`config.mk`:
```
export PLATFORM = sky130hd
export DESIGN_NAME = led_effect_frame_renderer_core
export DESIGN_NICKNAME = d
export VERILOG_FILES = /design/src/design/led_efr_pkg.sv /design/src/design/led_efr_tick.sv /design/src/design/led_efr_phase.sv /design/src/design/led_efr_level.sv /design/src/design/led_effect_frame_renderer_core.sv
export SDC_FILE = /design/constraint.sdc
export NUM_CORES = 2
export LEC_CHECK = 0
export ABC_AREA = 1
export ABC_CLOCK_PERIOD_IN_PS = 11950
export BUFFER_PORTS_ARGS = -buffer_cell sky130_fd_sc_hd__buf_2
export CAP_MARGIN = 20
export CORE_UTILIZATION = 40
export DETAILED_ROUTE_END_ITERATION = 16
export RECOVER_POWER = 25
export SLEW_MARGIN = 20
export SYNTH_ARGS = -nofsm -noshare
export SYNTH_HDL_FRONTEND = slang
export SYNTH_SLANG_ARGS = --single-unit
```
`constraint.sdc`:
```
create_clock -name clk -period 11.95 [get_ports clk]
set_clock_uncertainty 0.1 [all_clocks]
set_input_delay 0.5975 -clock clk [delete_from_list [all_inputs] [get_ports clk]]
set_output_delay 0.5975 -clock clk [all_outputs]
set_load 0.02 [all_outputs]
```
`src/design/led_efr_pkg.sv`:
```
// Shared types, constants and constant tables of the LED effect frame renderer.
`timescale 1ns / 1ps

package led_efr_pkg;

    // PWM resolution of the duty word
    localparam int DUTY_BITS = 8;

    localparam int TICK_W   = 32;
    localparam int SPEED_W  = 10;
    localparam int TIME_W   = 26;   // (2^32 - 1) / 100 fits in 26 bits
    localparam int LEVEL_W  = 8;
    localparam int PWM_W    = 9;
    localparam int CFG_DATA_W = 10;

    localparam int LEVEL_MAX    = 255;
    localparam int DUTY_TOP_INT = (1 << DUTY_BITS) - 1;

    localparam logic [DUTY_BITS-1:0] DUTY_TOP  = '1;
    localparam logic [DUTY_BITS:0]   DUTY_FULL = {1'b1, {DUTY_BITS{1'b0}}};

    // Reciprocals floor(2^S / D); S is the dividend width, so the estimate
    // is the true quotient or one below it.
    localparam logic [25:0] K_TIME = 26'd42949672;  // 2^32 / 100
    localparam logic [21:0] K_Q25  = 22'd2684354;   // 2^26 / 25
    localparam logic [21:0] K_Q180 = 22'd372827;    // 2^26 / 180
    localparam logic [21:0] K_Q300 = 22'd223696;    // 2^26 / 300

    localparam int RIPPLE_PERIOD = 180;
    localparam int RIPPLE_HALF   = RIPPLE_PERIOD / 2;
    localparam int PULSE_PERIOD  = 100;
    localparam int PULSE_HALF    = PULSE_PERIOD / 2;

    typedef enum logic [2:0] {
        EFF_OFF    = 3'd0,
        EFF_SOLID  = 3'd1,
        EFF_RIPPLE = 3'd2,
        EFF_PULSE  = 3'd3,
        EFF_BLINK  = 3'd4,
        EFF_CYCLE  = 3'd5
    } effect_t;

    typedef enum logic [2:0] {
        REG_EFFECT_MODE = 3'd0,
        REG_RED         = 3'd1,
        REG_GREEN       = 3'd2,
        REG_BLUE        = 3'd3,
        REG_BRIGHTNESS  = 3'd4,
        REG_SPEED       = 3'd5,
        REG_ACTIVE_LOW  = 3'd6
    } cfg_reg_t;

    typedef struct packed {
        logic [2:0]         effect_mode;
        logic [LEVEL_W-1:0] red_level;
        logic [LEVEL_W-1:0] green_level;
        logic [LEVEL_W-1:0] blue_level;
        logic [LEVEL_W-1:0] brightness;
        logic [SPEED_W-1:0] speed_percent;
        logic               active_low;
    } cfg_t;

    typedef struct packed {
        logic [LEVEL_W-1:0] tri_ripple;
        logic [LEVEL_W-1:0] tri_pulse;
        logic               blink_odd;
        logic               cycle_dark;
    } phase_t;

    typedef logic [LEVEL_W-1:0]   tri_ripple_tab_t [RIPPLE_PERIOD];
    typedef logic [LEVEL_W-1:0]   tri_pulse_tab_t  [PULSE_PERIOD];
    typedef logic [DUTY_BITS-1:0] duty_tab_t       [LEVEL_MAX+1];

    function automatic tri_ripple_tab_t make_tri_ripple();
        tri_ripple_tab_t tab;
        for (int i = 0; i < RIPPLE_PERIOD; i++)
        begin
            if (i < RIPPLE_HALF)
                tab[i] = LEVEL_W'(i * LEVEL_MAX / RIPPLE_HALF);
            else
                tab[i] = LEVEL_W'((RIPPLE_PERIOD - i) * LEVEL_MAX / RIPPLE_HALF);
        end
        return tab;
    endfunction

    function automatic tri_pulse_tab_t make_tri_pulse();
        tri_pulse_tab_t tab;
        for (int i = 0; i < PULSE_PERIOD; i++)
        begin
            if (i < PULSE_HALF)
                tab[i] = LEVEL_W'(i * LEVEL_MAX / PULSE_HALF);
            else
                tab[i] = LEVEL_W'((PULSE_PERIOD - i) * LEVEL_MAX / PULSE_HALF);
        end
        return tab;
    endfunction

    function automatic duty_tab_t make_duty();
        duty_tab_t tab;
        for (int i = 0; i <= LEVEL_MAX; i++)
        begin
            tab[i] = DUTY_BITS'(i * DUTY_TOP_INT / LEVEL_MAX);
        end
        return tab;
    endfunction

    localparam tri_ripple_tab_t TRI_RIPPLE = make_tri_ripple();
    localparam tri_pulse_tab_t  TRI_PULSE  = make_tri_pulse();
    localparam duty_tab_t       DUTY_TAB   = make_duty();

endpackage

```
`src/design/led_efr_tick.sv`:
```
// Effect time: tick times speed (wrapping), then divided by 100 over three stages.
`timescale 1ns / 1ps

module led_efr_tick
    import led_efr_pkg::*;
(
    input  logic              clk,
    input  logic              rst_n,
    input  logic [SPEED_W-1:0] speed_percent,
    input  logic              in_valid,
    output logic              in_ready,
    input  logic [TICK_W-1:0] in_tick,
    output logic              out_valid,
    input  logic              out_ready,
    output logic [TIME_W-1:0] out_time
);

    localparam logic [7:0] TIME_DIV = 8'd100;

    logic [2:0] vld_reg;
    logic [3:0] rdy;

    logic [TICK_W-1:0] prod_reg, prod_next;
    logic [TICK_W-1:0] prod1_reg;
    logic [TIME_W-1:0] est_reg, est_next;
    logic [TIME_W-1:0] time_reg, time_next;
    logic [57:0]       recip_mul;
    logic [7:0]        rem;

    always_comb
    begin
        rdy[3] = out_ready;
        for (int i = 2; i >= 0; i--)
        begin
            rdy[i] = !vld_reg[i] || rdy[i+1];
        end
    end

    assign in_ready  = rdy[0];
    assign out_valid = vld_reg[2];
    assign out_time  = time_reg;

    // wraps modulo 2^32
    assign prod_next = in_tick * TICK_W'(speed_percent);

    assign recip_mul = 58'(prod_reg) * 58'(K_TIME);
    assign est_next  = recip_mul[57:32];

    // remainder is below 200, so the low byte carries it exactly
    assign rem       = prod1_reg[7:0] - 8'(est_reg[7:0] * TIME_DIV);
    assign time_next = est_reg + TIME_W'(rem >= TIME_DIV);

    always_ff @(posedge clk or negedge rst_n)
    begin
        if (!rst_n)
        begin
            vld_reg <= '0;
        end
        else
        begin
            if (rdy[0])
                vld_reg[0] <= in_valid;
            for (int i = 1; i < 3; i++)
            begin
                if (rdy[i])
                    vld_reg[i] <= vld_reg[i-1];
            end
        end
    end

    always_ff @(posedge clk)
    begin
        if (rdy[0])
            prod_reg <= prod_next;
        if (rdy[1])
        begin
            prod1_reg <= prod_reg;
            est_reg   <= est_next;
        end
        if (rdy[2])
            time_reg <= time_next;
    end

endmodule

```
`src/design/led_efr_phase.sv`:
```
// Waveform phases of the effect time and triangle lookups, four stages.
`timescale 1ns / 1ps

module led_efr_phase
    import led_efr_pkg::*;
(
    input  logic              clk,
    input  logic              rst_n,
    input  logic              in_valid,
    output logic              in_ready,
    input  logic [TIME_W-1:0] in_time,
    output logic              out_valid,
    input  logic              out_ready,
    output phase_t            out_phase
);

    localparam logic [5:0] DIV_BLINK   = 6'd25;
    localparam logic [8:0] DIV_RIPPLE  = 9'd180;
    localparam logic [9:0] DIV_CYCLE   = 10'd300;
    localparam logic [9:0] CYCLE_STEP  = 10'd50;
    localparam logic [6:0] BLINK_STEP  = 7'd25;

    logic [3:0] vld_reg;
    logic [4:0] rdy;

    // stage 0: quotient estimates
    logic [47:0]       mul25, mul180, mul300;
    logic [TIME_W-1:0] time_reg;
    logic [21:0]       e25_reg, e180_reg, e300_reg;

    // stage 1: corrected remainders
    logic [5:0] r25_raw;
    logic [8:0] r180_raw;
    logic [9:0] r300_raw, r300_fix;
    logic       r25_hi;
    logic [4:0] r25_reg, r25_next;
    logic [1:0] q25_reg, q25_next;
    logic [7:0] r180_reg, r180_next;
    logic       dark_reg, dark_next;

    // stage 2: phase within the pulse period
    logic [6:0] r100_reg, r100_next;
    logic [7:0] r180b_reg;
    logic       odd_reg;
    logic       dark2_reg;

    // stage 3: table outputs
    phase_t phase_reg, phase_next;

    always_comb
    begin
        rdy[4] = out_ready;
        for (int i = 3; i >= 0; i--)
        begin
            rdy[i] = !vld_reg[i] || rdy[i+1];
        end
    end

    assign in_ready  = rdy[0];
    assign out_valid = vld_reg[3];
    assign out_phase = phase_reg;

    assign mul25  = 48'(in_time) * 48'(K_Q25);
    assign mul180 = 48'(in_time) * 48'(K_Q180);
    assign mul300 = 48'(in_time) * 48'(K_Q300);

    // each raw remainder is below twice its divisor and fits its low bits
    assign r25_raw  = time_reg[5:0] - 6'(e25_reg[5:0] * DIV_BLINK);
    assign r180_raw = time_reg[8:0] - 9'(e180_reg[8:0] * DIV_RIPPLE);
    assign r300_raw = time_reg[9:0] - 10'(e300_reg[9:0] * DIV_CYCLE);
    assign r25_hi   = r25_raw >= DIV_BLINK;

    always_comb
    begin
        r25_next  = r25_hi ? 5'(r25_raw - DIV_BLINK) : 5'(r25_raw);
        q25_next  = e25_reg[1:0] + 2'(r25_hi);
        r180_next = (r180_raw >= DIV_RIPPLE) ? 8'(r180_raw - DIV_RIPPLE) : 8'(r180_raw);
        r300_fix  = (r300_raw >= DIV_CYCLE) ? (r300_raw - DIV_CYCLE) : r300_raw;
        // first of the six steps of EFF_CYCLE is dark
        dark_next = r300_fix < CYCLE_STEP;
    end

    // t mod 100 = 25 * ((t / 25) mod 4) + t mod 25
    assign r100_next = 7'(q25_reg) * BLINK_STEP + 7'(r25_reg);

    always_comb
    begin
        phase_next.tri_ripple = TRI_RIPPLE[r180b_reg];
        phase_next.tri_pulse  = TRI_PULSE[r100_reg];
        phase_next.blink_odd  = odd_reg;
        phase_next.cycle_dark = dark2_reg;
    end

    always_ff @(posedge clk or negedge rst_n)
    begin
        if (!rst_n)
        begin
            vld_reg <= '0;
        end
        else
        begin
            if (rdy[0])
                vld_reg[0] <= in_valid;
            for (int i = 1; i < 4; i++)
            begin
                if (rdy[i])
                    vld_reg[i] <= vld_reg[i-1];
            end
        end
    end

    always_ff @(posedge clk)
    begin
        if (rdy[0])
        begin
            time_reg <= in_time;
            e25_reg  <= mul25[47:26];
            e180_reg <= mul180[47:26];
            e300_reg <= mul300[47:26];
        end
        if (rdy[1])
        begin
            r25_reg  <= r25_next;
            q25_reg  <= q25_next;
            r180_reg <= r180_next;
            dark_reg <= dark_next;
        end
        if (rdy[2])
        begin
            r100_reg  <= r100_next;
            r180b_reg <= r180_reg;
            odd_reg   <= q25_reg[0];
            dark2_reg <= dark_reg;
        end
        if (rdy[3])
            phase_reg <= phase_next;
    end

endmodule

```
`src/design/led_efr_level.sv`:
```
// Effect level, brightness scaling and PWM duty mapping, five stages.
`timescale 1ns / 1ps

module led_efr_level
    import led_efr_pkg::*;
(
    input  logic               clk,
    input  logic               rst_n,
    input  cfg_t               cfg,
    input  logic               in_valid,
    output logic               in_ready,
    input  phase_t             in_phase,
    output logic               out_valid,
    input  logic               out_ready,
    output logic [LEVEL_W-1:0] light_level,
    output logic [PWM_W-1:0]   pwm_duty
);

    logic [4:0] vld_reg;
    logic [5:0] rdy;

    logic [15:0]        luma_sum;
    logic [LEVEL_W-1:0] base;

    logic [15:0]        pprod_reg, pprod_next;
    logic [LEVEL_W-1:0] lvla_reg, lvla_next;
    logic               pulse_reg;
    logic [LEVEL_W-1:0] lvl_reg, lvl_next;
    logic [15:0]        bprod_reg, bprod_next;
    logic [LEVEL_W-1:0] light_reg, light_next;
    logic [LEVEL_W-1:0] lightb_reg;
    logic [PWM_W-1:0]   duty_reg, duty_next;
    logic [DUTY_BITS-1:0] duty_lin;
    logic [DUTY_BITS:0]   duty_word;

    // exact x / 255 for x up to 255 * 255
    function automatic logic [LEVEL_W-1:0] div255(input logic [15:0] x);
        logic [16:0] s;
        s = 17'(x) + 17'(x[15:8]) + 17'd1;
        return s[15:8];
    endfunction

    always_comb
    begin
        rdy[5] = out_ready;
        for (int i = 4; i >= 0; i--)
        begin
            rdy[i] = !vld_reg[i] || rdy[i+1];
        end
    end

    assign in_ready    = rdy[0];
    assign out_valid   = vld_reg[4];
    assign light_level = lightb_reg;
    assign pwm_duty    = duty_reg;

    // the user must keep config static while items are in flight; the block leaves it unchecked
    assign luma_sum = 16'(16'd77 * cfg.red_level) + 16'(16'd150 * cfg.green_level)
                    + 16'(16'd29 * cfg.blue_level);
    assign base     = luma_sum[15:8];

    assign pprod_next = 16'(base) * 16'(in_phase.tri_pulse);

    always_comb
    begin
        case (cfg.effect_mode)
            EFF_OFF:    lvla_next = '0;
            EFF_SOLID:  lvla_next = base;
            EFF_RIPPLE: lvla_next = in_phase.tri_ripple;
            EFF_BLINK:  lvla_next = in_phase.blink_odd ? '0 : base;
            EFF_CYCLE:  lvla_next = in_phase.cycle_dark ? '0 : base;
            default:    lvla_next = '0;
        endcase
    end

    assign lvl_next   = pulse_reg ? div255(pprod_reg) : lvla_reg;
    assign bprod_next = 16'(lvl_reg) * 16'(cfg.brightness);
    assign light_next = div255(bprod_reg);

    assign duty_lin = DUTY_TAB[light_reg];

    always_comb
    begin
        if (cfg.active_low)
            duty_word = (light_reg == '0) ? DUTY_FULL : {1'b0, DUTY_TOP - duty_lin};
        else
            duty_word = (light_reg == LEVEL_W'(LEVEL_MAX)) ? DUTY_FULL : {1'b0, duty_lin};
        duty_next = PWM_W'(duty_word);
    end

    always_ff @(posedge clk or negedge rst_n)
    begin
        if (!rst_n)
        begin
            vld_reg <= '0;
        end
        else
        begin
            if (rdy[0])
                vld_reg[0] <= in_valid;
            for (int i = 1; i < 5; i++)
            begin
                if (rdy[i])
                    vld_reg[i] <= vld_reg[i-1];
            end
        end
    end

    always_ff @(posedge clk)
    begin
        if (rdy[0])
        begin
            pprod_reg <= pprod_next;
            lvla_reg  <= lvla_next;
            pulse_reg <= (cfg.effect_mode == EFF_PULSE);
        end
        if (rdy[1])
            lvl_reg <= lvl_next;
        if (rdy[2])
            bprod_reg <= bprod_next;
        if (rdy[3])
            light_reg <= light_next;
        if (rdy[4])
        begin
            lightb_reg <= light_reg;
            duty_reg   <= duty_next;
        end
    end

endmodule

```
`src/design/led_effect_frame_renderer_core.sv`:
```
// Top level of the LED effect frame renderer: config registers and the pipeline.
//
//  channel   dir  handshake            payload
//  s_*       in   s_tvalid / s_tready  s_tdata[31:0] frame_tick
//  m_*       out  m_tvalid / m_tready  m_tdata[7:0] light_level, [16:8] pwm_duty
//  cfg_*     in   cfg_valid / cfg_ready cfg_index register, cfg_data value
//
//  One item per cycle sustained while m_tready stays high; the delay from accept to
//  m_tvalid is set by the stage count of the divide-by-constant and scaling chain.
//  Every stage holds its item while the next one is full and stalled; empty stages fill up,
//  so s_tready stays high whenever the output side takes or has room.
//  Reset clears all valid bits and loads the config registers to their defaults.
//  cfg_ready is always high; an index beyond the register list is ignored.
`timescale 1ns / 1ps

module led_effect_frame_renderer_core
    import led_efr_pkg::*;
(
    input  logic                  clk,
    input  logic                  rst_n,
    input  logic                  s_tvalid,
    output logic                  s_tready,
    input  logic [31:0]           s_tdata,   // [31:0] frame_tick
    output logic                  m_tvalid,
    input  logic                  m_tready,
    output logic [23:0]           m_tdata,   // [7:0] light_level, [16:8] pwm_duty, zero pad
    input  logic                  cfg_valid,
    output logic                  cfg_ready,
    input  logic [2:0]            cfg_index,
    input  logic [CFG_DATA_W-1:0] cfg_data
);

    cfg_t cfg_reg;

    logic              tick_valid, tick_ready;
    logic [TIME_W-1:0] tick_time;
    logic              ph_valid, ph_ready;
    phase_t            ph_data;
    logic [LEVEL_W-1:0] light;
    logic [PWM_W-1:0]   duty;

    assign cfg_ready = 1'b1;

    always_ff @(posedge clk or negedge rst_n)
    begin
        if (!rst_n)
        begin
            cfg_reg.effect_mode   <= EFF_SOLID;
            cfg_reg.red_level     <= 8'd0;
            cfg_reg.green_level   <= 8'd0;
            cfg_reg.blue_level    <= 8'd16;
            cfg_reg.brightness    <= 8'd255;
            cfg_reg.speed_percent <= 10'd100;
            cfg_reg.active_low    <= 1'b1;
        end
        else if (cfg_valid && cfg_ready)
        begin
            case (cfg_index)
                REG_EFFECT_MODE: cfg_reg.effect_mode   <= cfg_data[2:0];
                REG_RED:         cfg_reg.red_level     <= cfg_data[7:0];
                REG_GREEN:       cfg_reg.green_level   <= cfg_data[7:0];
                REG_BLUE:        cfg_reg.blue_level    <= cfg_data[7:0];
                REG_BRIGHTNESS:  cfg_reg.brightness    <= cfg_data[7:0];
                REG_SPEED:       cfg_reg.speed_percent <= cfg_data[SPEED_W-1:0];
                REG_ACTIVE_LOW:  cfg_reg.active_low    <= cfg_data[0];
                default:         ;
            endcase
        end
    end

    led_efr_tick u_tick (
        .clk           (clk),
        .rst_n         (rst_n),
        .speed_percent (cfg_reg.speed_percent),
        .in_valid      (s_tvalid),
        .in_ready      (s_tready),
        .in_tick       (s_tdata),
        .out_valid     (tick_valid),
        .out_ready     (tick_ready),
        .out_time      (tick_time)
    );

    led_efr_phase u_phase (
        .clk       (clk),
        .rst_n     (rst_n),
        .in_valid  (tick_valid),
        .in_ready  (tick_ready),
        .in_time   (tick_time),
        .out_valid (ph_valid),
        .out_ready (ph_ready),
        .out_phase (ph_data)
    );

    led_efr_level u_level (
        .clk         (clk),
        .rst_n       (rst_n),
        .cfg         (cfg_reg),
        .in_valid    (ph_valid),
        .in_ready    (ph_ready),
        .in_phase    (ph_data),
        .out_valid   (m_tvalid),
        .out_ready   (m_tready),
        .light_level (light),
        .pwm_duty    (duty)
    );

    assign m_tdata = {7'd0, duty, light};

endmodule

```
# [Word-level counts from Yosys, hierarchy flattened]
# Memories as Yosys holds them, arrays and structs flattened. A register that Yosys moved wholly into a read port is not among the register bits.
# Cells that the tools add are included.
[op_classes] add_sub_neg=17 multipliers=15 magnitude_cmp=6 n_eq_ne=12 mux=12 bitwise_logic=3 reduce_logical=33
[op_table] op="$mul 32x23->55 const B" n=1
[op_table] op="$mux 8" n=6
[op_table] op="$mul 26x19->35 const B" n=1
[op_table] op="$add 16x1->16 const B" n=2
[op_table] op="$add 16x8->16" n=2
[op_table] op="$mul 26x14->32 const B" n=1
[op_table] op="$mul 32x10->32" n=1
[op_table] op="$mul 8x8->16" n=2
[op_table] op="$pmux 8 s4" n=1
[op_table] op="$mul 26x21->31 const B" n=1
[op_table] op="$mul 7x8->15 const A" n=2
[op_table] op="$mux 9" n=3
[op_table] op="$add 26x1->26" n=1
[op_table] op="$not 8->9" n=2
[op_table] op="$add 15x16->16" n=1
[op_table] op="$add 16x13->16" n=1
[op_table] op="$eq 3x3->1 const B" n=5
[op_table] op="$reduce_and 2->1" n=7
[op_table] op="$mul 5x8->13 const A" n=1
[op_table] op="$eq 3x2->1 const B" n=4
[op_table] op="$logic_not 1->1" n=12
[op_table] op="$logic_or 1x1->1" n=12
[op_table] op="$ge 10x9->1 const B" n=1
[op_table] op="$lt 10x6->1 const B" n=1
[op_table] op="26 further kinds" n=27
[totals] ff_bits=294 mem_bits_ro=5120 in_bits=50 output_inout_bits=27 wordCells=146 mem_count=3
[mem_list] name="(no name shown)" words=256 width=8 read_ports=1 rd_ports_with_merged_regs=1 wr=0 line_no="led_efr_phase.sv:88" text="phase_next.tri_ripple = TRI_RIPPLE[r180b_reg];"
[mem_list] name="(no name shown)" words=256 width=8 read_ports=1 rd_ports_with_merged_regs=0 wr=0 line_no="led_efr_level.sv:80" text="assign duty_lin = DUTY_TAB[light_reg];"
[mem_list] name="(no name shown)" words=128 width=8 read_ports=1 rd_ports_with_merged_regs=1 wr=0 line_no="led_efr_phase.sv:89" text="phase_next.tri_pulse = TRI_PULSE[r100_reg];"

# [Depth between registers and ports, before layout]
[depth] depth_word=13 mapped_depth=44

# [Cells and area by module]
# From an unflattened synthesis, not the netlist that was laid out.
[hier_totals] hier_cells=7710 area_unflattened_um2=65069.9
[modules_own_cells] mod="led_efr_tick" instances=1 cells_per_inst=3034 area_each_um2=26018.7
[modules_own_cells] mod="led_efr_phase" instances=1 cells_per_inst=3147 area_each_um2=25989.9
[modules_own_cells] mod="led_efr_level" instances=1 cells_per_inst=1307 area_each_um2=11108.2
[modules_own_cells] mod="led_effect_frame_renderer_core" instances=1 cells_per_inst=222 area_each_um2=1953.1

# [Least setup slack after synthesis]
# No wires, ideal clock.
[synth_path] path_kind="flip-flop to flip-flop" startpoint="register cfg_reg[32] (netlist name)" endpoint="register u_level.pprod_reg[15] (data pin)" t_arrival_ns=9.203 setup_slack_ns=2.387 stages_incl_launch_ff=39 n_path_buf=0 period_less_slack_ns=9.563 path_cell_list="dfrtp_1 > ha_1 > ha_1 > ha_1 > inv_1 > fa_1 > inv_1 > ha_1 > a21oi_1 > o21ai_0 > xnor2_1 > fa_1 > fa_1 > fa_1 > fa_1 > inv_1 > ha_1 > a21oi_1 > [... 3 more ...] > or2_2 > nand2_1 > nor2_1 > fa_1 > fa_1 > fa_1 > inv_1 > fa_1 > inv_1 > ha_1 > a21oi_1 > o21ai_0 > a21oi_1 > o21ai_0 > a21oi_1 > nor2_1 > nor2_1 > xor2_1"
[synth_via] elab_chain_len=4
[synth_lines] element="start, declared" line_no="led_effect_frame_renderer_core.sv:33" text="cfg_t cfg_reg;"
[synth_lines] element="$mul 7x8->15" line_no="led_efr_level.sv:58" text="assign luma_sum = 16'(16'd77 * cfg.red_level) + 16'(16'd150 * cfg.green_level)"
[synth_lines] element="$add 15x16->16" line_no="led_efr_level.sv:58"
[synth_lines] element="$add 16x13->16" line_no="led_efr_level.sv:59" text="+ 16'(16'd29 * cfg.blue_level);"
[synth_lines] element="$mul 8x8->16" line_no="led_efr_level.sv:62" text="assign pprod_next = 16'(base) * 16'(in_phase.tri_pulse);"
[synth_lines] element="named net u_level.pprod_next[15]" line_no="led_efr_level.sv:25" text="logic [15:0] pprod_reg, pprod_next;"
[synth_lines] element="end signal, assigned" line_no="led_efr_level.sv:113" text="pprod_reg <= pprod_next;"
[synth_lines] element="end, declared" line_no="led_efr_level.sv:25"
# The timed path passes the listed nets, and every way through them passes these cells.
# A chain may end at the register's enable or synchronous reset.

# [Worst setup path after layout]
[layout_path] startpoint="register cfg_reg[30] (netlist name)" endpoint="register u_level.pprod_reg[15] (data pin)"
# The elaborated chain is that of the path after synthesis.

==> Implementation_results.wiki <==
{| class="wikitable"
! Metric !! Value
|-
| Cell repeated most along the worst path || sky130_fd_sc_hd__fa_1
|-
| Global route total overflow || 0
|-
| Biggest fanout along the worst timing path || 7
|-
| Classification of the worst-slack hold path || in2reg
|-
| Worst Tran Pin Value || 3.56 ns
|-
| All-layer global routing usage || 0.208
|-
| Die outline height || 394 um
|-
| Post-Synthesis Cells || 6799
|-
| RSZ-0062 raised after global routing || false
|-
| Max stage delay cell, worst path || sky130_fd_sc_hd__fa_1
|-
| Worst path arrival time || 10.82 ns
|-
| Cell count of the worst reg-to-reg path || 38
|-
| Total vias in the final route || 44.0k
|-
| Total negative slack for setup checks || 0 ns
|-
| Count of buffering cells on the critical path with inverters included || 5
|-
| Number of buffers inserted during clock tree synthesis || 39
|-
| Max reg flops || 46
|-
| Global-route wire length before repair || 256000 um
|-
| WP data required || ~12 ns
|-
| Worst Path Class, Setup || reg2reg
|-
| Number of port buffers || 68
|-
| Most used flip-flop cell after synthesis || sky130_fd_sc_hd__edfxtp_1
|-
| Number of setup violations in the final report || 0
|-
| Clock sink count || 304
|-
| Cell row count || 143
|-
| First element of the critical path || cfg_reg[30]
|-
| Insertion delay to the later sink of the worst-skew pair || around 0.64 ns
|-
| Final GP Congestion || 0.944
|-
| Clock Path Buffers || 3
|-
| Remaining antenna violation count || 0
|-
| First-pass detailed-route iteration total || 7
|-
| Antenna violations before repair || 1
|-
| Violations in the final reports || max-capacitance violations, max-slew violations
|-
| Share of cells above drive strength 1 || 0.0328
|-
| Proportion of synthesized chip area in sequential cells || 0.144
|-
| Top-level port count || 77
|-
| Instance count on the critical path || 38
|-
| Crit share post-route || 0.881
|-
| Final worst path period need || about 11 ns
|-
| Total standard cell area after synthesis || ~62000 um2
|-
| Startpoint type of the worst setup path || flop
|-
| Number of synthesized flops with an enable pin || 246
|-
| Iter 0 DRT Violations || 2677
|-
| CTS H-Tree Depth || 2
|-
| Clock tree from TritonCTS || built
|-
| Worst Hold Launch || cfg_data[8]
|-
| Fmax || 95.0 MHz
|-
| Clock tree root buffer cell || sky130_fd_sc_hd__clkbuf_16
|-
| Maximum single-stage delay on the critical path || about 0.51 ns
|-
| Quantity of hold-fixing buffers added after cts || 0
|-
| Clock slew seen by the registers of the worst setup and hold paths || 0.06 ns
|-
| Initial standard-cell utilization of the core || 0.404
|-
| Net count reported at finish || 8885
|-
| Die outline area || 156000 um2
|-
| Yosys reg bits || 304
|-
| Worst hold path depth || 2
|-
| Mean routed wirelength per cell || between 15 and 20 um
|-
| Per-instance average area after synthesis || 9.06 um2
|-
| Hold Fails Final Rpt || 0
|-
| Maximum number of pins on one net before global-route repair || 59
|-
| Max-slew violation count || 123
|-
| Yosys warning total || 0
|-
| Status || complete, but fails checks
|-
| Placed Cells || 8823
|-
| Buffers inserted by post-CTS timing repair || 0
|-
| Number of maximum-capacitance constraint violations || 4
|-
| Cell family with most CP delay || adder cells
|-
| Number of library cell types mapped by synthesis || 68
|-
| Share of async-settable or async-resettable flops after synthesis || 0.191
|-
| Final Instance Count excl. Fillers || 8895
|-
| DRC Markers || 0
|-
| Max-slew headroom || -1.37
|-
| CORE AREA || 152000 um2
|-
| Detailed placement HPWL || 134000 um
|-
| Number of instances resized during post-cts repair || 0
|-
| Die Span X || a little under 400 um
|-
| Reg-to-Reg Start || cfg_reg[30]
|-
| Detailed Route WL || 157000 um
|-
| Vias in the first global route || 46.9k
|-
| Nature of the critical path endpoint || flop
|-
| Syn-to-layout area delta || 6.50%
|-
| DR vias/cell || between 4 and 5
|}
[cells in the final DEF (no fill, tap or decap), types with 39 or more instances in the layout]
cell and count:
sky130_fd_sc_hd__inv_1 1811, sky130_fd_sc_hd__nand2_1 1051, sky130_fd_sc_hd__fa_1 1022, sky130_fd_sc_hd__ha_1 978, sky130_fd_sc_hd__nor2_1 314, sky130_fd_sc_hd__a21oi_1 253
sky130_fd_sc_hd__edfxtp_1 246, sky130_fd_sc_hd__o21ai_0 219, sky130_fd_sc_hd__nand3_1 154, sky130_fd_sc_hd__xor2_1 145, sky130_fd_sc_hd__xnor2_1 86, sky130_fd_sc_hd__buf_2 67
sky130_fd_sc_hd__nor3_1 44, sky130_fd_sc_hd__dfrtp_1 44, sky130_fd_sc_hd__clkbuf_16 39
[per-layer routing]
metal	global-route usage	routed length [um]
met5	0	0
met4	0.0455	3570
met3	0.0251	7060
met2	0.358	76000
met1	0.280	70500
[cell families (layout without fill, tap and decap cells)]
family                   count (synthesis)  count (layout)  synth area share
AO/OA/AOI/OAI                          661             661            0.0616
multiplexers                             2               2          0.000366
flip-flops                             304             304             0.144
XOR/XNOR                               234             234            0.0336
buffers and inverters                 1926            1985             0.118
AND/OR/NAND/NOR                       1670            1670             0.112
other                                    2               9          0.000122
adder cells (fa/ha/maj)               2000            2000             0.531
[metrics by stage]
stage	setup WS (ns)	hold slack (ns)	util	area, um2
after floorplan	2.39	0.202	-	61600
after global placement	1.39	0.302	0.422	64300
after detailed placement	1.34	0.306	0.422	64300
after CTS	1.34	0.0547	0.430	65600
after global routing	0.758	0.0931	0.430	65600
final	1.42	0.128	0.430	65600
[area by class of cell]
class / instances / area (um2)
sequential: 304 / 8860
fill: 15000 / 86800
clock buffer: 47 / 1020
tap: 2030 / 2540
inverter: 1818 / 6820
multi-input combinational: 4575 / 45500
clock inverter: 23 / 334
timing repair buffer: 97 / 539
antenna: 1 / 2.50
[cell usage after synthesis, drive strengths merged, types with 3 or more instances]
master	count	area, um2
inv	1813	6810
nand2	1063	4030
fa	1022	20500
ha	978	12200
nor2	324	1270
a21oi	256	1290
edfxtp	246	7390
o21ai	229	1170
nand3	158	811
xor2	148	1320
clkbuf	88	330
xnor2	86	753
nor3	47	257
dfrtp	44	1100
nand4	31	194
a31oi	30	188
a21o	23	173
or2	21	131
buf	20	121
o211ai	17	128
o221ai	17	149
dfstp	14	368
a211oi	12	90.1
o21a	12	90.1
nor4	11	75.1
o21bai	11	82.6
o22ai	10	62.6
nand3b	9	67.6
o31ai	8	60.1
a21boi	7	56.3
a221oi	7	61.3
o2111ai	7	61.3
clkinv	5	18.8
o32ai	3	26.3
[final timing paths]
kind / to / slack (ns)
worst min-delay path: cfg_reg[9] / 0.13
max in group asynchronous: cfg_reg[4] / 8.50
worst max register to register: u_level.pprod_reg[15] / 1.42
worst max-delay path: u_level.pprod_reg[15] / 1.42
min in group asynchronous: u_level.vld_reg[2] / 1.14
worst min register to register: u_phase.out_phase[1] / 0.31
Power is left out: the tool's default activity adds up to more than one toggle a clock period on the data nets, which glitch-free logic cannot reach.
